## src/rtl/core/lpg_pkg.sv

```systemverilog
// ----------------------------------------------------------------------------
// Line pixel generator package
// Screen geometry, field widths, pixel and step types, shared helpers.
// ----------------------------------------------------------------------------
`default_nettype none

package lpg_pkg;

    localparam int SCREEN_COLUMNS = 128;
    localparam int SCREEN_ROWS    = 64;
    localparam int MAX_RESULTS    = 64;

    localparam int SPAN_MAX   = (SCREEN_COLUMNS > SCREEN_ROWS) ? SCREEN_COLUMNS : SCREEN_ROWS;
    localparam int COORD_W    = $clog2(SPAN_MAX);
    localparam int ERR_W      = COORD_W + 3;
    localparam int MAX_PIXELS = 2 * MAX_RESULTS;
    localparam int LEFT_W     = $clog2(MAX_PIXELS + 1);

    localparam int IN_X_W    = 8;
    localparam int IN_Y_W    = 7;
    localparam int COL_W     = 7;
    localparam int PAGE_W    = 3;
    localparam int MASK_W    = 8;
    localparam int S_TDATA_W = 32;
    localparam int M_TDATA_W = 40;

    typedef logic [COORD_W-1:0] t_coord;

    // column in the lowest bits
    typedef struct packed {
        logic [MASK_W-1:0] mask;
        logic [PAGE_W-1:0] page;
        logic [COL_W-1:0]  column;
    } t_pixel;

    localparam int PIX_W = $bits(t_pixel);

    typedef struct packed {
        t_coord                  minor;
        logic signed [ERR_W-1:0] err;
    } t_step;

    // 1-based coordinate to 0-based, clamped to 0..hi-1
    function automatic t_coord f_clamp(input logic [IN_X_W-1:0] v, input int hi);
        int vi;
        vi = int'(v);
        if (vi < 1) begin
            return '0;
        end else if (vi > hi) begin
            return COORD_W'(hi - 1);
        end
        return COORD_W'(vi - 1);
    endfunction

    function automatic t_pixel f_pixel(input t_coord col, input t_coord row);
        t_pixel p;
        p.column = COL_W'(int'(col));
        p.page   = PAGE_W'(int'(row) >> 3);
        p.mask   = MASK_W'(1) << row[2:0];
        return p;
    endfunction

    // one Bresenham error step
    function automatic t_step f_step(input t_coord minor, input logic signed [ERR_W-1:0] err,
                                     input t_coord dmaj, input t_coord dmin,
                                     input logic dir_down);
        t_step                   s;
        logic signed [ERR_W-1:0] e;
        logic signed [ERR_W-1:0] maj_s;
        e     = err + $signed(ERR_W'(dmin));
        maj_s = $signed(ERR_W'(dmaj));
        s.minor = minor;
        s.err   = e;
        if ((e <<< 1) >= maj_s) begin
            s.minor = dir_down ? t_coord'(minor - 1'b1) : t_coord'(minor + 1'b1);
            s.err   = e - maj_s;
        end
        return s;
    endfunction

endpackage

`default_nettype wire

```

## src/rtl/core/line_pixel_generator_top.sv

```systemverilog
// ----------------------------------------------------------------------------
// Line pixel generator
// Bresenham line rasteriser for a page-organised monochrome display.
//
// Input channel (s_axis): one item is a line request with two 1-based
// endpoints; coordinates are clamped to the screen and made 0-based.
// Output channel (m_axis): each item carries up to two pixels as column,
// page and one-hot mask; tuser flags the second pixel, tlast ends the line.
//
// An accepted request is clamped as it is captured, then goes to setup (steep
// test, axis swap, ordering), and the two-step error unit then produces one
// output item per cycle while the receiver accepts. s_axis_tready is high
// only while idle; the next request is taken once the final item of the line
// sits in the output register. A stalled receiver holds the output register
// and the walk. Reset returns to idle and drops any output item in flight.
// ----------------------------------------------------------------------------
`default_nettype none

module line_pixel_generator_top (
    input  wire logic                           i_clk,
    input  wire logic                           i_rst_n,
    input  wire logic                           i_s_axis_tvalid,
    output logic                                o_s_axis_tready,
    // start_x[7:0], start_y[14:8], end_x[22:15], end_y[29:23], zero[31:30]
    input  wire logic [lpg_pkg::S_TDATA_W-1:0] i_s_axis_tdata,
    output logic                                o_m_axis_tvalid,
    input  wire logic                           i_m_axis_tready,
    // first_column[6:0], first_page[9:7], first_mask[17:10],
    // second_column[24:18], second_page[27:25], second_mask[35:28], zero[39:36]
    output logic [lpg_pkg::M_TDATA_W-1:0]       o_m_axis_tdata,
    // second_valid[0]
    output logic                                o_m_axis_tuser,
    output logic                                o_m_axis_tlast
);

    typedef enum logic [1:0] {
        ST_IDLE,
        ST_SETUP,
        ST_WALK
    } t_state;

    t_state r_state;

    lpg_pkg::t_coord r_ax, r_ay, r_bx, r_by;
    lpg_pkg::t_coord r_major, r_minor, r_dmaj, r_dmin;
    logic signed [lpg_pkg::ERR_W-1:0] r_err;
    logic r_steep, r_dir_down;
    logic [lpg_pkg::LEFT_W-1:0] r_left;

    logic                                r_out_valid;
    logic [lpg_pkg::M_TDATA_W-1:0]       r_out_data;
    logic                                r_out_user;
    logic                                r_out_last;

    // setup
    lpg_pkg::t_coord dx, dy, a_maj, a_min, b_maj, b_min;
    lpg_pkg::t_coord s_maj, s_min, e_maj, e_min, su_dmaj, su_dmin;
    logic            su_steep, su_swap, su_dir;
    logic [lpg_pkg::COORD_W:0]  su_pixels;
    logic [lpg_pkg::LEFT_W-1:0] su_left;

    always_comb begin
        dx       = (r_bx >= r_ax) ? lpg_pkg::t_coord'(r_bx - r_ax)
                                  : lpg_pkg::t_coord'(r_ax - r_bx);
        dy       = (r_by >= r_ay) ? lpg_pkg::t_coord'(r_by - r_ay)
                                  : lpg_pkg::t_coord'(r_ay - r_by);
        su_steep = dy > dx;
        a_maj    = su_steep ? r_ay : r_ax;
        a_min    = su_steep ? r_ax : r_ay;
        b_maj    = su_steep ? r_by : r_bx;
        b_min    = su_steep ? r_bx : r_by;
        su_swap  = a_maj > b_maj;
        s_maj    = su_swap ? b_maj : a_maj;
        s_min    = su_swap ? b_min : a_min;
        e_maj    = su_swap ? a_maj : b_maj;
        e_min    = su_swap ? a_min : b_min;
        su_dmaj  = lpg_pkg::t_coord'(e_maj - s_maj);
        su_dmin  = (e_min >= s_min) ? lpg_pkg::t_coord'(e_min - s_min)
                                    : lpg_pkg::t_coord'(s_min - e_min);
        su_dir   = s_min > e_min;
        su_pixels = {1'b0, su_dmaj} + 1'b1;
        su_left  = (int'(su_pixels) > lpg_pkg::MAX_PIXELS)
                   ? lpg_pkg::LEFT_W'(lpg_pkg::MAX_PIXELS)
                   : lpg_pkg::LEFT_W'(su_pixels);
    end

    // walk: two error steps per cycle while the output slot is free
    lpg_pkg::t_step  step1, step2;
    lpg_pkg::t_coord major1;
    lpg_pkg::t_pixel pix0, pix1;
    logic            has2, is_last, slot_free;

    always_comb begin
        major1    = lpg_pkg::t_coord'(r_major + 1'b1);
        step1     = lpg_pkg::f_step(r_minor, r_err, r_dmaj, r_dmin, r_dir_down);
        step2     = lpg_pkg::f_step(step1.minor, step1.err, r_dmaj, r_dmin, r_dir_down);
        pix0      = r_steep ? lpg_pkg::f_pixel(r_minor, r_major)
                            : lpg_pkg::f_pixel(r_major, r_minor);
        pix1      = r_steep ? lpg_pkg::f_pixel(step1.minor, major1)
                            : lpg_pkg::f_pixel(major1, step1.minor);
        has2      = r_left >= lpg_pkg::LEFT_W'(2);
        is_last   = r_left <= lpg_pkg::LEFT_W'(2);
        slot_free = !r_out_valid || i_m_axis_tready;
    end

    always_ff @(posedge i_clk) begin
        if (!i_rst_n) begin
            r_state     <= ST_IDLE;
            r_out_valid <= 1'b0;
        end else begin
            // while walking, a free slot is always refilled below
            if (r_out_valid && i_m_axis_tready && (r_state != ST_WALK)) begin
                r_out_valid <= 1'b0;
            end
            unique case (r_state)
                ST_IDLE: begin
                    if (i_s_axis_tvalid) begin
                        r_ax    <= lpg_pkg::f_clamp(i_s_axis_tdata[7:0],
                                                    lpg_pkg::SCREEN_COLUMNS);
                        r_ay    <= lpg_pkg::f_clamp({1'b0, i_s_axis_tdata[14:8]},
                                                    lpg_pkg::SCREEN_ROWS);
                        r_bx    <= lpg_pkg::f_clamp(i_s_axis_tdata[22:15],
                                                    lpg_pkg::SCREEN_COLUMNS);
                        r_by    <= lpg_pkg::f_clamp({1'b0, i_s_axis_tdata[29:23]},
                                                    lpg_pkg::SCREEN_ROWS);
                        r_state <= ST_SETUP;
                    end
                end
                ST_SETUP: begin
                    r_steep    <= su_steep;
                    r_major    <= s_maj;
                    r_minor    <= s_min;
                    r_dmaj     <= su_dmaj;
                    r_dmin     <= su_dmin;
                    r_dir_down <= su_dir;
                    r_err      <= '0;
                    r_left     <= su_left;
                    r_state    <= ST_WALK;
                end
                ST_WALK: begin
                    if (slot_free) begin
                        r_out_valid <= 1'b1;
                        r_out_user  <= has2;
                        r_out_last  <= is_last;
                        r_out_data  <= {{(lpg_pkg::M_TDATA_W - 2 * lpg_pkg::PIX_W){1'b0}},
                                        (has2 ? pix1 : lpg_pkg::t_pixel'('0)), pix0};
                        r_major     <= lpg_pkg::t_coord'(r_major + 2'd2);
                        r_minor     <= step2.minor;
                        r_err       <= step2.err;
                        r_left      <= has2 ? lpg_pkg::LEFT_W'(r_left - 2'd2)
                                            : lpg_pkg::LEFT_W'(r_left - 1'b1);
                        if (is_last) begin
                            r_state <= ST_IDLE;
                        end
                    end
                end
                default: begin
                    r_state <= ST_IDLE;
                end
            endcase
        end
    end

    assign o_s_axis_tready = (r_state == ST_IDLE);
    assign o_m_axis_tvalid = r_out_valid;
    assign o_m_axis_tdata  = r_out_data;
    assign o_m_axis_tuser  = r_out_user;
    assign o_m_axis_tlast  = r_out_last;

    a_busy_after_accept: assert property (@(posedge i_clk) disable iff (!i_rst_n)
        i_s_axis_tvalid && o_s_axis_tready |=> !o_s_axis_tready)
        else $error("request accepted while a line is in progress");

    a_single_is_last: assert property (@(posedge i_clk) disable iff (!i_rst_n)
        o_m_axis_tvalid && !o_m_axis_tuser |-> o_m_axis_tlast)
        else $error("single-pixel item before end of line");

    a_absent_second_zero: assert property (@(posedge i_clk) disable iff (!i_rst_n)
        o_m_axis_tvalid && !o_m_axis_tuser |-> o_m_axis_tdata[35:18] == '0)
        else $error("absent second pixel not zero");

    a_mask_onehot: assert property (@(posedge i_clk) disable iff (!i_rst_n)
        o_m_axis_tvalid |-> $onehot(o_m_axis_tdata[17:10]))
        else $error("first pixel mask not one-hot");

endmodule

`default_nettype wire
```

## config.mk

```make
export PLATFORM = sky130hd
export DESIGN_NAME = line_pixel_generator_top
export DESIGN_NICKNAME = d
export VERILOG_FILES = /design/src/rtl/core/lpg_pkg.sv /design/src/rtl/core/line_pixel_generator_top.sv
export SDC_FILE = /design/constraint.sdc
export NUM_CORES = 1
export LEC_CHECK = 0
export ABC_AREA = 1
export BUFFER_PORTS_ARGS = -buffer_cell sky130_fd_sc_hd__buf_2
export CORE_AREA = 2 2 136 138
export DETAILED_ROUTE_END_ITERATION = 8
export DIE_AREA = 0 0 138 140
export PLACE_DENSITY = 0.79
export SLEW_MARGIN = 30
export SYNTH_ARGS = -nofsm -noshare
export SYNTH_HDL_FRONTEND = slang
export SYNTH_SLANG_ARGS = --single-unit
```

## constraint.sdc

```tcl
create_clock -name i_clk -period 8.39 [get_ports i_clk]
set_input_delay 1.2585 -clock i_clk [delete_from_list [all_inputs] [get_ports i_clk]]
set_output_delay 1.2585 -clock i_clk [all_outputs]
set_load 0.05 [all_outputs]
```

# Word level (Yosys, flattened, before mapping)
# Index checks and enable logic that the tools add are counted.
[classes] n_mul=0 order_cmp=19 eq_ne=6 shifts=4 n_mux=66 reduce_logical=11 add_sub_neg=24 n_div=0 n_bitwise=0
[ops] operator="7-bit two-way mux" n=27
[ops] operator="7-bit subtractor" n=7
[ops] operator="7-bit by 1-bit subtractor with 7-bit output (second input constant)" n=6
[ops] operator="18-bit two-way mux" n=2
[ops] operator="17-bit two-way mux" n=2
[ops] operator="1-bit by 3-bit left shift with 8-bit output (first input constant)" n=4
[ops] operator="7-bit one-hot mux with 2 select lines" n=2
[ops] operator="8-bit greater-than comparator (second input constant)" n=3
[ops] operator="8-bit two-way mux" n=3
[ops] operator="1-bit two-way mux" n=23
[ops] operator="7-bit by 1-bit adder with 7-bit output (second input constant)" n=3
[ops] operator="7-bit >= comparator" n=3
[ops] operator="7-bit greater-than comparator" n=3
[ops] operator="10-bit by 8-bit adder with 10-bit output" n=2
[ops] operator="10-bit by 8-bit >= comparator with 1-bit output" n=2
[ops] operator="10-bit one-hot mux with 2 select lines" n=1
[ops] operator="10-bit by 8-bit subtractor with 10-bit output" n=2
[ops] operator="8-bit by 1-bit less-than comparator with 1-bit output (second input constant)" n=2
[ops] operator="8-bit one-hot mux with 2 select lines" n=1
[ops] operator="7-bit greater-than comparator (second input constant)" n=2
[ops] operator="7-bit by 1-bit less-than comparator with 1-bit output (second input constant)" n=2
[ops] operator="3-bit AND reduction" n=4
[ops] operator="10-bit two-way mux" n=1
[ops] operator="7-bit by 1-bit adder with 8-bit output (second input constant)" n=1
[ops] operator="other kinds (16)" n=22
[word_totals] ram_bits=0 mem_bits_ro=0 memories=0 in_bits=36 regBits=117 latchBits=0

# Depth between registers and ports, before layout
[logic_depth] depth_word=11 mapped_depth=47 mapped_depth_nobuf=43

# Worst setup path before layout
# OpenSTA, ideal clock, no wires.
[synth_timing] kind="reg-to-reg" from="register r_ay[1]" to="register r_dmin[2] (data pin)" path_stages_with_launch=42 arrival_ns=7.038 path_buffers=7 setup_slack_ns=1.093 setup_time_ns=0.259 t_required_ns=8.131 cell_sequence="edfxtp_1 inv_1 ha_1 nand2_1 o21ai_0 a31o_2 a21oi_1 o21ai_0 a21o_1 clkbuf_1 mux2i_1 o221ai_1 xnor2_1 inv_1 ha_1 nand2_2 inv_1 a21oi_2 (+6 left out) o21ai_0 ha_1 inv_1 nor2_1 nand4_4 nand2_4 clkbuf_1 clkbuf_1 nand2_1 o21ai_0 inv_1 ha_1 nand2_1 nor4_1 nor2_1 nand4_1 mux2_2 xor2_1"
[synth_via] elab_chain_len=8 elab_cells_between_ends=16
[synth_rtl] element="from (decl)" line_no="line_pixel_generator_top.sv:44" source="lpg_pkg::t_coord r_ax, r_ay, r_bx, r_by;"
[synth_rtl] element="from (signal assigned)" line_no="line_pixel_generator_top.sv:120" source="r_ay <= lpg_pkg::f_clamp({1'b0, i_s_axis_tdata[14:8]},"
[synth_rtl] element="7-bit subtractor, or another cell as far along" line_no="line_pixel_generator_top.sv:66" source=": lpg_pkg::t_coord'(r_ay - r_by);"
[synth_rtl] element="7-bit two-way mux" line_no="line_pixel_generator_top.sv:65" source="dy = (r_by >= r_ay) ? lpg_pkg::t_coord'(r_by - r_ay)"
[synth_rtl] element="7-bit greater-than comparator" line_no="line_pixel_generator_top.sv:67" source="su_steep = dy > dx;"
[synth_rtl] element="7-bit two-way mux, on equally long branches" line_no="line_pixel_generator_top.sv:68, line_pixel_generator_top.sv:70"
[synth_rtl] element="7-bit greater-than comparator" line_no="line_pixel_generator_top.sv:72" source="su_swap = a_maj > b_maj;"
[synth_rtl] element="7-bit two-way mux, on equally long branches" line_no="line_pixel_generator_top.sv:74, line_pixel_generator_top.sv:76"
[synth_rtl] element="7-bit subtractor, or another cell as far along" line_no="line_pixel_generator_top.sv:79" source=": lpg_pkg::t_coord'(s_min - e_min);"
[synth_rtl] element="7-bit two-way mux *" line_no="line_pixel_generator_top.sv:78" source="su_dmin = (e_min >= s_min) ? lpg_pkg::t_coord'(e_min - s_min)"
[synth_rtl] element="named net su_dmin[2]" line_no="line_pixel_generator_top.sv:57" source="lpg_pkg::t_coord s_maj, s_min, e_maj, e_min, su_dmaj, su_dmin;"
[synth_rtl] element="to (signal assigned)" line_no="line_pixel_generator_top.sv:134" source="r_dmin <= su_dmin;"
[synth_rtl] element="to (decl)" line_no="line_pixel_generator_top.sv:45" source="lpg_pkg::t_coord r_major, r_minor, r_dmaj, r_dmin;"
# Mark *: on every way through the listed nets, which the timed path passes. The rest lies on a longest branch.
# A chain may end at the register's enable or synchronous reset.

# Final worst setup path
[layout_timing] from="register r_ay[1]" to="register r_dmin[4] (data pin)"
# Same word-level chain as after synthesis.

==> impl_metrics.json <==
{
  "areaGrowthSynthToFinish_pct": 11.5,
  "tightest_slew_ps": 833,
  "drv_slew": 0,
  "cp-start-kind": "register",
  "rr_endpoint": "r_dmin[4]$_DFFE_PP_",
  "drc_errors": 0,
  "ant_nets": 0,
  "groute.usage.overall": 0.257,
  "tritoncts": "built",
  "clk_latency_ps": 430,
  "firstDrtPassIters": 6,
  "setup_viol": 0,
  "crit_arrival_ps": 7910,
  "fmax_mhz": 129,
  "fin_crit_sh": 0.923,
  "numClockSinks": 116,
  "drtIter0Drc": 646,
  "yosysUniqueCellTypes": 57,
  "syn_area_per_cell_um2": 7.91,
  "slowest_delay_ps": 470,
  "post-dp-hpwl_um": 19100,
  "cts_root_buffer": "clkbuf_16",
  "rows": 49,
  "antenna_found_initial": 0,
  "grt_pass1_wl_um": 40800,
  "synth-edff-count": 113,
  "place.gp.congestion": 0.947,
  "io-pin-count": 80,
  "syn_area_um2": 10600,
  "crit_family": "simple AND/OR/NAND/NOR gates",
  "max_slew_margin": 0.441,
  "status": "complete, no violations",
  "whs_endpoint": "o_m_axis_tvalid$_SDFF_PN0_",
  "drive_above_1_share": 0.127,
  "initial_utilization": 0.597,
  "cts_buffers": 17,
  "critPathMaxFanout": 28,
  "synth_top_area_frac": 0.320,
  "crit_type": "register to register",
  "place_inst": 1625,
  "ys_seq_area_frac": 0.326,
  "synthArstFlopShare": 0,
  "ys_top_cells_by_area": "edfxtp_1, ha_1, nand2_1, inv_1, o21ai_0",
  "portBuffers": 73,
  "synthesis.instances": 1341,
  "finalHoldViolCount": 0,
  "drv_cap": 0,
  "htreeDepth": 4,
  "reg2reg_from": "r_ay[1]$_DFFE_PP_",
  "num_vias": 9209,
  "crit_buf_inv": 7,
  "stdcell_count": 1659,
  "synth_top_flop_cell": "edfxtp_1",
  "worstHoldPathType": "register to register",
  "fp.dieW_um": 138,
  "min_period_ps": 7740,
  "ys_ff_latch": 116,
  "synth_top_cell_by_area": "edfxtp_1",
  "cts_hold_buf": 0,
  "grt_pass1_vias": 8857,
  "required_ps": 8560,
  "fin_skew_ps": 11.5,
  "cts_buffer_depth": 2,
  "wirelength_um": 24600,
  "vias_per_cell": 5.55,
  "hp-start": "o_m_axis_tvalid$_SDFF_PN0_",
  "ff2ff_path_depth": 38,
  "clk_pin_slew_ps": 60,
  "die_area_um2": 19300,
  "critical-path-slowest-cell": "edfxtp_1",
  "grt_max_degree": 39,
  "fin_nets": 1586,
  "r2r_setup_slack_ps": 650,
  "fp.coreArea_um2": 17800,
  "ys_warn_count": 0,
  "gr-total-overflow": 0,
  "num_antenna_cells": 0,
  "die_y_um": 140,
  "hold_depth": 4,
  "wl_per_cell_um": 14.9,
  "endpoint_kind": "register"
}
Yosys cell counts (6+ instances only):
cell type,number
clkbuf_1,21
a21oi_1,85
a221oi_1,6
a21o_1,6
buf_4,6
nand2_1,259
nand3_1,58
nand4_1,11
a31oi_1,11
nor2_1,89
ha_1,121
nand2_2,23
edfxtp_1,113
nor3_1,10
fa_1,12
mux2i_1,9
o21bai_1,9
xor2_1,39
or2_2,10
o21ai_0,126
xnor2_1,25
o21ai_1,8
inv_1,218
worst reg2reg max path, delay by kind of cell, from the launching register on:
family                   cells  cell delay (ps)
AND/OR/NAND/NOR             15             2350
adder cells (fa/ha/maj)      4             1430
XOR/XNOR                     2              280
flip-flops                   1              470
multiplexers                 2              550
buffers and inverters        7             1030
AO/OA/AOI/OAI                8             1380
cells in the final DEF (no fill, tap or decap), types with 22 or more instances in the layout:
master,count
a21oi_1,85
buf_2,73
edfxtp_1,113
ha_1,121
inv_1,218
nand2_1,259
nand2_2,22
nand3_1,58
nor2_1,88
o21ai_0,125
xnor2_1,25
xor2_1,39
area by class of cell:
| class | instances | area (µm²) |
|---|---|---|
| clock inverter | 15 | 180 |
| multi-input combinational | 974 | 6190 |
| inverter | 223 | 837 |
| fill | 1458 | 5950 |
| clock buffer | 17 | 425 |
| sequential | 116 | 3450 |
| timing repair buffer | 85 | 455 |
| tap | 229 | 287 |
state kept, by name, summed over array words and instances (netlist names), 7 cells and up:
signal / cells
r_dmaj: 7
o_m_axis_tdata: 36
r_bx: 7
r_by: 7
r_left: 8
r_dmin: 7
r_err: 9
r_ax: 7
r_minor: 7
r_major: 7
r_ay: 7
metrics by stage:
| step | worst slack [ps] | cell area [µm²] | hold WS (ps) | setup TNS, ps | utilization |
|---|---|---|---|---|---|
| 2_1_floorplan | 1090 | 10600 | 555 | 0 | - |
| 3_3_place_gp | 754 | 11200 | 547 | 0 | 0.630 |
| 3_5_place_dp | 554 | 11200 | 561 | 0 | 0.630 |
| 4_1_cts | 459 | 11800 | 571 | 0 | 0.664 |
| 5_1_grt | -9.98 | 11800 | 601 | -13.6 | 0.666 |
| 6_report | 647 | 11800 | 571 | 0 | 0.666 |
cells by family after synthesis:
group                      after synthesis  share of synthesized area
DFF                                    116                      0.326
buffers and inverters                  254                     0.0936
muxes                                   12                     0.0117
AOI/OAI and AO/OA                      271                      0.141
xor gates and xnor gates                66                     0.0559
adders and majority gates              133                      0.165
other                                    1                   0.000353
and+or+nand+nor                        488                      0.206
worst max-delay path by stage:
stage	from	to	slack (ps)	cells after the start
6_report	r_ay[1]$_DFFE_PP_	r_dmin[4]$_DFFE_PP_	650	38
4_1_cts	r_ay[1]$_DFFE_PP_	r_dmin[2]$_DFFE_PP_	460	36
3_5_place_dp	r_ax[1]$_DFFE_PP_	r_dmin[2]$_DFFE_PP_	550	35
5_1_grt	r_ay[1]$_DFFE_PP_	r_dmin[6]$_DFFE_PP_	-10	39
3_3_place_gp	r_ax[1]$_DFFE_PP_	r_dmin[2]$_DFFE_PP_	750	35
2_1_floorplan	r_ay[1]$_DFFE_PP_	r_dmin[2]$_DFFE_PP_	1090	41
routing by layer:
layer  track usage  share of wire  vias up
met2         0.462           0.50      299
met3        0.0431          0.050       70
met4         0.105          0.031        0
li1              -              -     4626
met5             0              0        -
met1         0.306           0.42     4214
repair_timing:
item / 4_1_cts / 5_1_grt
setup endpoints to repair: 0 / 6
buffers inserted: 0 / 2
resized for setup: 0 / 3
Power is left out: the tool's default activity adds up to more than one toggle a clock period on the data nets, which glitch-free logic cannot reach.
